`src/rtl/bec_pkg.sv`:
```
// ----------------------------------------------------------------------------
// bec_pkg
// Shared types, constants and code-table functions for the byte escape codec.
// ----------------------------------------------------------------------------
package bec_pkg;

  localparam logic [7:0] EscChar = 8'h3A;  // ':'
  localparam int unsigned QDepth = 3;
  localparam int unsigned QCntW  = $clog2(QDepth + 1);

  typedef enum logic {
    MODE_ENC = 1'b0,
    MODE_DEC = 1'b1
  } mode_e;

  typedef struct packed {
    logic [7:0] in_byte;
    logic       in_last;
  } in_t;

  typedef struct packed {
    logic [7:0] out_byte;
    logic       has_byte;
    logic       out_last;
  } out_t;

  // Translation of one input word: one or two result words
  typedef struct packed {
    out_t w0;
    out_t w1;
    logic two;
    logic pend;  // next escape_pending
  } xl_t;

  // Code character for a reserved byte, 0 when the byte passes through
  function automatic logic [7:0] enc_code(input logic [7:0] b);
    logic [7:0] c;
    c = 8'h00;
    if (b <= 8'h09) begin
      c = 8'h30 + b;
    end else begin
      case (b)
        8'h3A:   c = 8'h3A;
        8'h0A:   c = 8'h41;
        8'h0D:   c = 8'h42;
        8'h5E:   c = 8'h43;
        8'h7F:   c = 8'h44;
        8'hFF:   c = 8'h45;
        default: c = 8'h00;
      endcase
    end
    return c;
  endfunction

  // {known, original byte}; original is 0 for an unknown code
  function automatic logic [8:0] dec_code(input logic [7:0] c);
    logic [8:0] r;
    r = 9'h000;
    if (c >= 8'h30 && c <= 8'h39) begin
      r = {1'b1, c - 8'h30};
    end else begin
      case (c)
        8'h3A:   r = {1'b1, 8'h3A};
        8'h41:   r = {1'b1, 8'h0A};
        8'h42:   r = {1'b1, 8'h0D};
        8'h43:   r = {1'b1, 8'h5E};
        8'h44:   r = {1'b1, 8'h7F};
        8'h45:   r = {1'b1, 8'hFF};
        default: r = 9'h000;
      endcase
    end
    return r;
  endfunction

endpackage

```
`src/rtl/bec_xlate.sv`:
```
// ----------------------------------------------------------------------------
// bec_xlate
// Maps one input word to its one or two result words (encode or decode).
// ----------------------------------------------------------------------------
module bec_xlate import bec_pkg::*; (
  input  mode_e mode_i,
  input  logic  pend_i,
  input  in_t   in_i,
  output xl_t   xl_o
);

  logic [7:0] code;
  logic [8:0] dec;

  assign code = enc_code(in_i.in_byte);
  assign dec  = dec_code(in_i.in_byte);

  always_comb begin
    xl_o      = '0;
    xl_o.two  = 1'b0;
    xl_o.pend = 1'b0;
    case (mode_i)
      MODE_ENC: begin
        if (code == 8'h00) begin
          xl_o.w0 = '{out_byte: in_i.in_byte, has_byte: 1'b1, out_last: in_i.in_last};
        end else begin
          xl_o.w0  = '{out_byte: EscChar, has_byte: 1'b1, out_last: 1'b0};
          xl_o.w1  = '{out_byte: code, has_byte: 1'b1, out_last: in_i.in_last};
          xl_o.two = 1'b1;
        end
      end
      MODE_DEC: begin
        if (pend_i) begin
          xl_o.w0 = '{out_byte: dec[7:0], has_byte: dec[8], out_last: in_i.in_last};
        end else if (in_i.in_byte == EscChar) begin
          // lone escape emits an empty word; last drops it
          xl_o.w0   = '{out_byte: 8'h00, has_byte: 1'b0, out_last: in_i.in_last};
          xl_o.pend = ~in_i.in_last;
        end else begin
          xl_o.w0 = '{out_byte: in_i.in_byte, has_byte: 1'b1, out_last: in_i.in_last};
        end
      end
      default: xl_o = '0;
    endcase
  end

endmodule

```
`src/rtl/bec_queue.sv`:
```
// ----------------------------------------------------------------------------
// bec_queue
// Three-slot shift queue of result words; takes one or two words per push.
// ----------------------------------------------------------------------------
module bec_queue import bec_pkg::*; (
  input  logic clk_i,
  input  logic rst_ni,
  input  logic push_i,
  input  xl_t  xl_i,
  output logic room_o,
  output logic out_valid_o,
  input  logic out_ready_i,
  output out_t out_data_o
);

  out_t             slot_q [QDepth];
  out_t             slot_d [QDepth];
  logic [QCntW-1:0] cnt_q, cnt_d;
  logic [QCntW-1:0] base;
  logic             pop;

  assign pop         = (cnt_q != '0) && out_ready_i;
  assign out_valid_o = (cnt_q != '0);
  assign out_data_o  = slot_q[0];
  // two free slots needed for a worst-case push
  assign room_o      = (cnt_q <= QCntW'(QDepth - 2));
  assign base        = cnt_q - QCntW'(pop);

  always_comb begin
    for (int i = 0; i < QDepth - 1; i++) begin
      slot_d[i] = pop ? slot_q[i + 1] : slot_q[i];
    end
    slot_d[QDepth - 1] = slot_q[QDepth - 1];
    for (int i = 0; i < QDepth; i++) begin
      if (push_i && QCntW'(i) == base) begin
        slot_d[i] = xl_i.w0;
      end
      if (push_i && xl_i.two && QCntW'(i) == base + QCntW'(1)) begin
        slot_d[i] = xl_i.w1;
      end
    end
    cnt_d = cnt_q - QCntW'(pop);
    if (push_i) begin
      cnt_d = cnt_d + (xl_i.two ? QCntW'(2) : QCntW'(1));
    end
  end

  always_ff @(posedge clk_i or negedge rst_ni) begin
    if (!rst_ni) begin
      cnt_q <= '0;
    end else begin
      cnt_q <= cnt_d;
    end
  end

  always_ff @(posedge clk_i) begin
    for (int i = 0; i < QDepth; i++) begin
      slot_q[i] <= slot_d[i];
    end
  end

endmodule

```
`src/rtl/byte_escape_codec_core.sv`:
```
// ----------------------------------------------------------------------------
// byte_escape_codec_core
// Byte-stuffing escape codec: escapes reserved bytes as ':' + code (encode)
// or strips such escapes (decode), selected by the mode register.
// ----------------------------------------------------------------------------
// Usage:
//   Input channel in_valid_i/in_ready_o carries {in_byte, in_last}; output
//   channel out_valid_o/out_ready_i carries {out_byte, has_byte, out_last}.
//   cfg_we_i writes cfg_wdata_i into mode (0 encode, 1 decode); write only
//   while the block is idle. A mode write leaves the escape flag alone.
//   An accepted word is translated in the accept cycle and lands in a
//   three-slot result queue; its first result shows there in the next cycle.
//   Throughput: one input word per cycle. In encode mode a reserved byte
//   yields two result words, so the output side sets the pace at one word
//   per cycle and input stalls while fewer than two slots are free.
//   A decode word always yields one result word, empty (has_byte 0) after a
//   lone ':' or an unknown escape code.
//   Reset empties the queue, clears the escape flag and selects encode.
//   When the receiver stalls, results wait in the queue and in_ready_o falls
//   once fewer than two slots remain; nothing is dropped.
// ----------------------------------------------------------------------------
module byte_escape_codec_core import bec_pkg::*; (
  input  logic clk_i,
  input  logic rst_ni,
  input  logic cfg_we_i,
  input  logic cfg_wdata_i,
  input  logic in_valid_i,
  output logic in_ready_o,
  input  in_t  in_data_i,
  output logic out_valid_o,
  input  logic out_ready_i,
  output out_t out_data_o
);

  mode_e mode_q;
  logic  pend_q, pend_d;
  logic  accept;
  xl_t   xl;

  assign accept = in_valid_i && in_ready_o;
  assign pend_d = accept ? xl.pend : pend_q;

  bec_xlate u_xlate (
    .mode_i (mode_q),
    .pend_i (pend_q),
    .in_i   (in_data_i),
    .xl_o   (xl)
  );

  bec_queue u_queue (
    .clk_i       (clk_i),
    .rst_ni      (rst_ni),
    .push_i      (accept),
    .xl_i        (xl),
    .room_o      (in_ready_o),
    .out_valid_o (out_valid_o),
    .out_ready_i (out_ready_i),
    .out_data_o  (out_data_o)
  );

  always_ff @(posedge clk_i or negedge rst_ni) begin
    if (!rst_ni) begin
      mode_q <= MODE_ENC;
      pend_q <= 1'b0;
    end else begin
      if (cfg_we_i) begin
        mode_q <= mode_e'(cfg_wdata_i);
      end
      pend_q <= pend_d;
    end
  end

endmodule
```
`config.mk`:
```
export PLATFORM = sky130hd
export DESIGN_NAME = byte_escape_codec_core
export DESIGN_NICKNAME = d
export VERILOG_FILES = /design/src/rtl/bec_pkg.sv /design/src/rtl/bec_xlate.sv /design/src/rtl/bec_queue.sv /design/src/rtl/byte_escape_codec_core.sv
export SDC_FILE = /design/constraint.sdc
export NUM_CORES = 1
export LEC_CHECK = 0
export BUFFER_PORTS_ARGS = -buffer_cell sky130_fd_sc_hd__buf_2
export CORE_MARGIN = 8
export CORE_UTILIZATION = 40
export CTS_BUF_LIST = sky130_fd_sc_hd__clkbuf_4 sky130_fd_sc_hd__clkbuf_8 sky130_fd_sc_hd__clkbuf_16
export CTS_CLUSTER_SIZE = 10
export DETAILED_ROUTE_END_ITERATION = 6
export PLACE_DENSITY_LB_ADDON = 0.1
export SYNTH_ARGS = -nofsm -noshare
export SYNTH_HDL_FRONTEND = slang
export SYNTH_HIERARCHICAL = 1
export SYNTH_SLANG_ARGS = --single-unit
```
`constraint.sdc`:
```
create_clock -name clk_i -period 8.4 [get_ports clk_i]
set_input_delay 0.42 -clock clk_i [delete_from_list [all_inputs] [get_ports clk_i]]
set_output_delay 0.42 -clock clk_i [all_outputs]
set_load 0.005 [all_outputs]
```
Yosys cells after proc, flatten, opt, wreduce, memory -nomap -nowiden
Memories as Yosys holds them, arrays and structs flattened.
Cells that the tools add are included.
{"block": "op_classes", "add_sub_neg": 5, "magnitude_cmp": 4, "eq_ne": 15, "n_mux": 23, "n_bitwise": 2, "n_reduce_logical": 14}
{"operator": "2-to-1 mux 10 bit", "count": 11}
{"operator": "equality test 8 x 7 -> 1 bit (second input constant)", "count": 7}
{"operator": "case mux 9 bit (6 select lines)", "count": 1}
{"operator": "case mux 7 bit (6 select lines)", "count": 1}
{"operator": "2-to-1 mux 11 bit", "count": 2}
{"operator": "case mux 10 bit (2 select lines)", "count": 1}
{"operator": "equality test 8 x 4 -> 1 bit (second input constant)", "count": 2}
{"operator": "logical AND 1 bit", "count": 10}
{"operator": "2-to-1 mux 9 bit", "count": 1}
{"operator": "adder 6 x 8 -> 8 bit (first input constant)", "count": 1}
{"operator": "equality test 8 x 6 -> 1 bit (second input constant)", "count": 1}
{"operator": "equality test 8 bit (second input constant)", "count": 1}
{"operator": ">= comparator 8 x 6 -> 1 bit (second input constant)", "count": 1}
{"operator": "<= comparator 8 x 4 -> 1 bit (second input constant)", "count": 1}
{"operator": "<= comparator 8 x 6 -> 1 bit (second input constant)", "count": 1}
{"operator": "logical NOT 8 bit", "count": 1}
{"operator": "2-to-1 mux 8 bit", "count": 1}
{"operator": "subtractor 8 x 6 -> 8 bit (second input constant)", "count": 1}
{"operator": "equality test 1 x 2 -> 1 bit (first input constant)", "count": 2}
{"operator": "equality test 2 bit (first input constant)", "count": 2}
{"operator": "logical NOT 2 bit", "count": 2}
{"operator": "2-to-1 mux 2 bit", "count": 2}
{"operator": "2-to-1 mux 1 bit", "count": 3}
{"operator": "adder 2 x 1 -> 2 bit (second input constant)", "count": 1}
{"operator": "5 further kinds", "count": 6}
{"block": "totals", "ff_bits": 4, "ramBits": 30, "out_inout_bits": 12, "word_cells": 67, "mem_count": 1}
{"name": "u_queue.slot_q", "words": 3, "word_bits": 10, "read_ports": 3, "rd_ports_with_merged_regs": 0, "wr": 3, "line_no": "bec_queue.sv:16", "source": "out_t slot_q [QDepth];"}

Logic depth before layout (Yosys ltp)
Gate-level depths: netlist of run 1.
{"block": "logic_depth", "ltp_word": 9, "ltp_mapped": 11}

Hierarchy
The synthesis of run 1 kept the hierarchy.
{"module": "bec_queue", "n_inst": 1, "cells_per_inst": 150, "area_each_um2": 1870.5}
{"module": "bec_xlate", "n_inst": 1, "cells_per_inst": 121, "area_each_um2": 843.3}
{"module": "byte_escape_codec_core", "n_inst": 1, "cells_per_inst": 5, "area_each_um2": 85.1}

Least setup slack after synthesis of run 1
No wires, ideal clock.
{"block": "synth_path", "kind": "input port to flip-flop", "from": "input port in_data_i[5] (netlist bit)", "to": "memory u_queue/slot_q[0][20] (netlist bit), enable pin", "setup_time_ps": 392, "arrival_time_ps": 2728, "required_time_ps": 8008, "path_slack_ps": 5280, "cell_stages": 10, "n_path_buf": 2, "cell_sequence": "inv_1 > ha_1 > and3_1 > o221a_4 > nor2_1 > a21oi_2 > buf_4 > clkbuf_1 > nand3b_1 > a21boi_0"}
{"element": "from (decl)", "line_no": "byte_escape_codec_core.sv:29", "source": "input in_t in_data_i,"}
{"element": "to (decl)", "line_no": "bec_queue.sv:16"}

==> flow_summary.ini, run 1 <==
[clocking]
h-tree-depth = 2
cts_buffer_depth = 2
numCtsBuffers = 5
clock-sinks = 34
cts_tree = done
clk_pin_slew_ns = 0.07
root_buffer = clkbuf_8
clk_latency_ns = 0.29
cts_resized = 0

[min_path]
hold_path.class = input pin to register
min-delay-start = cfg_wdata_i
whs_path_depth = 2

[worst_setup_path]
path_cells = o21ai_0, inv_1, ha_1, and3b_1, mux2i_1, nand2_1
startpoint = u_queue/cnt_q[1]
reg2regPathDepth = 6
r2r_start = u_queue/cnt_q[1]
cpPeakStageDelay_ns = 0.70
cp_slowest_cell = mux2i_1
setup.worst_path.end_class = register
cp_top_family = simple AND/OR/NAND/NOR gates
start_kind = register
path_depth = 6
crit_fanout = 18
crit_arrival_ns = 3.45
setup.worst_path.class = register to register
crit_required_ns = 8.32
path_buf_inv = 1

[logic_synthesis]
syn_inst = 276
synth_area_leaders = edfxtp_1, buf_4, mux2_2, o221a_2, a221o_1
synth_area_mm2 = 0.00280
yosysSeqAreaShare_pct = 35.8
ys.flop_type = edfxtp_1
synth.avg_cell_area_um2 = 10.1
synth.most_common_cell = edfxtp_1
synth_cell_types = 68
synth_top_area_share_pct = 32.2
synth_common_cells = edfxtp_1, nand2_1, buf_4, inv_1, nor3b_1
synthArstFlopShare_pct = 11.8
yosys_warnings = 6
synth-edff-count = 30
synth_top_area_cell = edfxtp_1
ys_seq_elements = 34
syn_nets = 296

[placed_design]
dp_cells = 365
pre_cts_slack_ns = 4.63
portBuffers = 26
gp_congestion = 0.903
place_hpwl_mm = 4.91

[global_route]
use_met2_pct = 22.0
grt_usage_pct = 13.8
grt_overflow = 0
grt_pass1_vias = 2088
busiest_layer = met2
use_met1_pct = 18.1
grt_pass1_wl_mm = 11.1
grt_start_max_net_pins = 29
grtUsageMet3_pct = 2.51
antenna_found_initial = 0

[power_and_ir_drop]
p_leak_nw = 1.08
clkPwrFrac_pct = 15.5
power.total_mw = 0.756
peakVddDrop_uv = 129
power.density_mw_per_mm2 = 259
comb_power_share_pct = 44.0
swShare_pct = 35.6
p_seq_share_pct = 40.5
internal-power_mw = 0.486
switching_power_mw = 0.269

[sta]
tns_ns = 0
setup_slack_ns = 4.86
rsz0062_at_grt = no
finalClockSkew_ns = 0.00332
tightest_slew_ns = 1.22
setup_viol = 0
fin_crit_sh_pct = 42.1
fmax_ghz = 0.283
maxSlewViolCount = 0
fin_crit_ns = 3.54
finalHoldViolCount = 0
relSlewSlack_pct = 17.2

[finish]
nFillCells = 671
postLayoutCoreUtil_pct = 43.0
fin_nets = 297
drive_above_1_share_pct = 25.9
instances_no_fill = 374
synthToLayoutAreaGrowth_pct = 4.43
diodes = 0

[routing]
dr.pass1.iters = 4
drc = 0
vias = 2230
antenna_left = 0
via_per_inst = 5.96
drtIter0Drc = 203
wl_per_cell_um = 17.8
totalWireLength_mm = 6.67

[floorplanning]
io_pins = 27
dieArea_mm2 = 0.00993
core-area_mm2 = 0.00679
die_w_um = 99.7
initial_core_util_pct = 41.2
fp-row-count = 30
fp.dieH_um = 99.7

[run]
drv_cap = 0

[run_status]
status = complete, no violations
[power by group through the flow]
| stage | registers [mW] | logic, mW | clock network [mW] |
|---|---|---|---|
| final | 0.306 | 0.333 | 0.117 |
| after detailed placement | 0.310 | 0.332 | 0 |
| after global routing | 0.313 | 0.364 | 0.128 |
| after floorplan | 0.301 | 0.288 | 0 |
| after CTS | 0.306 | 0.334 | 0.121 |
| after global placement | 0.311 | 0.330 | 0 |
[worst register-to-register path, stage by stage (launching register included)]
cell	delay, ns
dfrtp_1	0.45
o21ai_0	0.45
inv_1	0.13
ha_1	0.62
and3b_1	0.35
mux2i_1	0.70
nand2_1	0.47
[cell usage in the layout, fill, tap and decap left out, types with 3 or more instances in the layout]
cell type / instances
nand3b_1: 4
inv_1: 15
nor3b_1: 13
dfrtp_1: 4
buf_2: 26
xnor2_1: 3
a31oi_1: 4
edfxtp_1: 30
nand2_1: 19
mux2_2: 10
o221a_2: 10
nand2b_1: 4
a41oi_1: 10
and3_1: 12
a221o_1: 10
ha_1: 5
nand4_1: 4
a21oi_1: 9
nor2_1: 9
nor2b_1: 4
mux2i_1: 3
and2_1: 8
clkbuf_8: 5
a32oi_1: 3
a21o_1: 4
[layout make-up]
type | count | area, um^2 | share of cell area [%]
Clock buffer | 5 | 68.8 | 2.35
Clock inverter | 3 | 16.3 | 0.557
Timing Repair Buffer | 29 | 155 | 5.31
Tap cell | 96 | 120 | 4.11
Inverter | 15 | 56.3 | 1.93
Multi-Input combinational cell | 192 | 1510 | 51.5
Sequential cell | 34 | 1000 | 34.2
[through the flow]
stage | area, um^2 | hold WS, ns
4_1_cts | 2920 | 0.356
3_5_place_dp | 2830 | 0.227
6_report | 2920 | 0.364
2_1_floorplan | 2800 | 0.124
5_1_grt | 2920 | 0.353
3_3_place_gp | 2830 | 0.228
[sequential cells by signal, indices dropped and copies added (netlist names)]
name / count
mode_q: 1
u_queue/slot_q: 30
pend_q: 1
u_queue/cnt_q: 2
[final timing paths]
path                                         to  slack, ns
max                        u_queue/slot_q[0][2]       4.86
min in group asynchronous                mode_q       0.45
max in group asynchronous      u_queue/cnt_q[0]       7.83
min reg2reg                u_queue/slot_q[0][7]       0.56
max reg2reg                u_queue/slot_q[0][2]       4.86
min                                      mode_q       0.36
[cell families after synthesis]
| family | count (synthesis) | share of synthesized area [%] |
|---|---|---|
| buffers and inverters | 50 | 10.5 |
| multiplexers | 15 | 6.03 |
| flip-flops | 34 | 35.8 |
| adder cells (fa/ha/maj) | 5 | 2.24 |
| other | 1 | 0.134 |
| AO/OA/AOI/OAI | 73 | 22.6 |
| AND/OR/NAND/NOR | 93 | 20.7 |
| XOR/XNOR | 5 | 2.10 |
[repair_timing]
action | CTS | global route
buffers inserted | 0 | 0
hold endpoints to repair | 4 | 0
hold buffers | 1 | 0
[layer usage]
| metal | wire, um | vias to the layer above |
|---|---|---|
| li1 | - | 1056 |
| met2 | 3090 | 97 |
| met1 | 3140 | 1069 |
| met4 | 95 | 0 |
| met3 | 345 | 8 |
| met5 | 0 | - |
Power figures use the tool's default switching activity.
==> run 2, diff against run 1 <==
==> constraint.sdc (replaced) <==
create_clock -name clk_i -period 3.6 [get_ports clk_i]
set_input_delay 0.18 -clock clk_i [delete_from_list [all_inputs] [get_ports clk_i]]
set_output_delay 0.18 -clock clk_i [all_outputs]
set_load 0.005 [all_outputs]
==> run 2 against run 1 <==
  * Die area stayed put
  * Largest cell class unchanged
  * Wire length is 3.2% higher
  * Final cell count rose by 1.1%
  * Critical endpoint is now u_queue/slot_q[0][17]
  * Non-clock buffer count increased by 4
  * Fmax is 26% higher
  * Sequential cell count unchanged
  * Global-route usage increased by 0.20 points
  * Total power rose by 140%
==> flow_summary.ini, run 2 (same netlist as run 1, synthesis figures left out) <==
[routing]
drc = 0
antenna_left = 0
via_per_inst = 5.80
wl_per_cell_um = 18.2
vias = 2192
totalWireLength_mm = 6.89
dr.pass1.iters = 4
drtIter0Drc = 170

[sta]
fmax_ghz = 0.357
tightest_slew_ns = 0.579
maxSlewViolCount = 0
setup_viol = 0
finalClockSkew_ns = 0.00562
tns_ns = 0
rsz0062_at_grt = no
fin_crit_ns = 2.80
setup_slack_ns = 0.800
finalHoldViolCount = 0
relSlewSlack_pct = 61.3
fin_crit_sh_pct = 77.8

[worst_setup_path]
r2r_start = u_queue/cnt_q[1]
cpPeakStageDelay_ns = 0.46
crit_fanout = 14
startpoint = u_queue/cnt_q[1]
r2r-end = u_queue/slot_q[0][17]
setup.worst_path.end_class = register
crit_required_ns = 3.53
start_kind = register
reg2regPathDepth = 7
path_cells = o21ai_0, inv_1, ha_1, xnor2_2, buf_4, and2_1, a21o_1
cp-endpoint = u_queue/slot_q[0][17]
rrSetupSlack_ns = 0.80
crit_arrival_ns = 2.73
setup.worst_path.class = register to register
cp_slowest_cell = dfrtp_1

[finish]
postLayoutCoreUtil_pct = 43.4
drive_above_1_share_pct = 26.2
largest_reg_flops = 30
final_common_cell = edfxtp_1
fin_nets = 301
synthToLayoutAreaGrowth_pct = 5.32
diodes = 0
instances_no_fill = 378
mostFrequentLayoutCells = edfxtp_1, buf_2, nand2_1
reg.largest.list = u_queue/slot_q: 30 flops, u_queue/cnt_q: 2 flops
top_register = u_queue/slot_q

[global_route]
grt_pass1_vias = 2138
grt_usage_pct = 14.0
grt_pass1_wl_mm = 11.2
grt_overflow = 0
grt_start_max_net_pins = 28
antenna_found_initial = 0

[power_and_ir_drop]
p_leak_nw = 1.10
power.density_mw_per_mm2 = 603
peakVddDrop_uv = 195

[placed_design]
place_hpwl_mm = 5.11
portBuffers = 26
gp_congestion = 0.843
pre_cts_slack_ns = 0.666
dp_cells = 369

[floorplanning]
die_w_um = 99.7
fp-row-count = 30
fp.dieH_um = 99.7
io_pins = 27
initial_core_util_pct = 41.2
dieArea_mm2 = 0.00993
core-area_mm2 = 0.00679

[clocking]
numCtsBuffers = 5
clk_pin_slew_ns = 0.07
cts_buffer_depth = 2
cts_resized = 0
cts_tree = done
h-tree-depth = 2
clock-sinks = 34
root_buffer = clkbuf_8
clk_latency_ns = 0.28

[min_path]
hold_path.class = input pin to register

[run_status]
status = complete, no violations

[run]
drv_cap = 0
run 2: cell types whose count changed in the layout (fill, tap and decap cells not counted):
cell,change
clkinv_2,-1
clkinv_1,+2
clkinvlp_4,-1
buf_4,+4
run 2: critical path, delay by kind of cell, from the launching register on:
| kind | cells | cell delay, ns |
|---|---|---|
| AOI/OAI and AO/OA | 2 | 0.77 |
| xor gates and xnor gates | 1 | 0.19 |
| adders and majority gates | 1 | 0.27 |
| buffers and inverters | 2 | 0.33 |
| DFF | 1 | 0.46 |
| and+or+nand+nor | 1 | 0.42 |
run 2: how the worst min path moves through the flow:
stage / start / to / slack [ns] / cells after the start
floorplan: rst_ni / mode_q / -0.12 / 0
global placement: rst_ni / mode_q / -0.002 / 1
detailed placement: rst_ni / mode_q / -0.007 / 1
CTS: cfg_wdata_i / mode_q / 0.13 / 2
global route: cfg_wdata_i / mode_q / 0.14 / 2
finish: cfg_wdata_i / mode_q / 0.13 / 2
run 2: per-stage QoR:
stage               cell area (um^2)  hold slack (ns)  power [mW]
CTS                             2950            0.125        1.79
finish                          2950            0.127        1.78
detailed placement              2860         -0.00720        1.52
global placement                2860         -0.00227        1.52
floorplan                       2800           -0.116        1.37
global route                    2950            0.136        1.90
run 2: layer usage:
metal	vias up	GRT usage, %	routed length (um)
met4	0	5.01	129
met1	1055	18.7	3330
met2	70	21.9	3090
met3	8	2.51	333
li1	1059	-	-
met5	-	0	0
run 2: layout make-up:
cell class,instances,area [um^2]
clock buffers,5,68.8
clock inverters,3,11.3
fillers,669,3850
inverters,15,56.3
multi-input cells,192,1510
flip-flops and latches,34,1000
well taps,96,120
repair buffers,33,185
run 2: power by group:
part           total, mW  switching (mW)  internal (mW)
sequential         0.709          0.0556          0.654
combinational      0.806           0.434          0.372
clock              0.263           0.134          0.129
run 2: repair_timing:
action                                  4_1_cts  5_1_grt
endpoints found under the setup margin        0        0
hold buffers                                  1        0
buffers inserted                              0        0
endpoints found under the hold margin         4        0
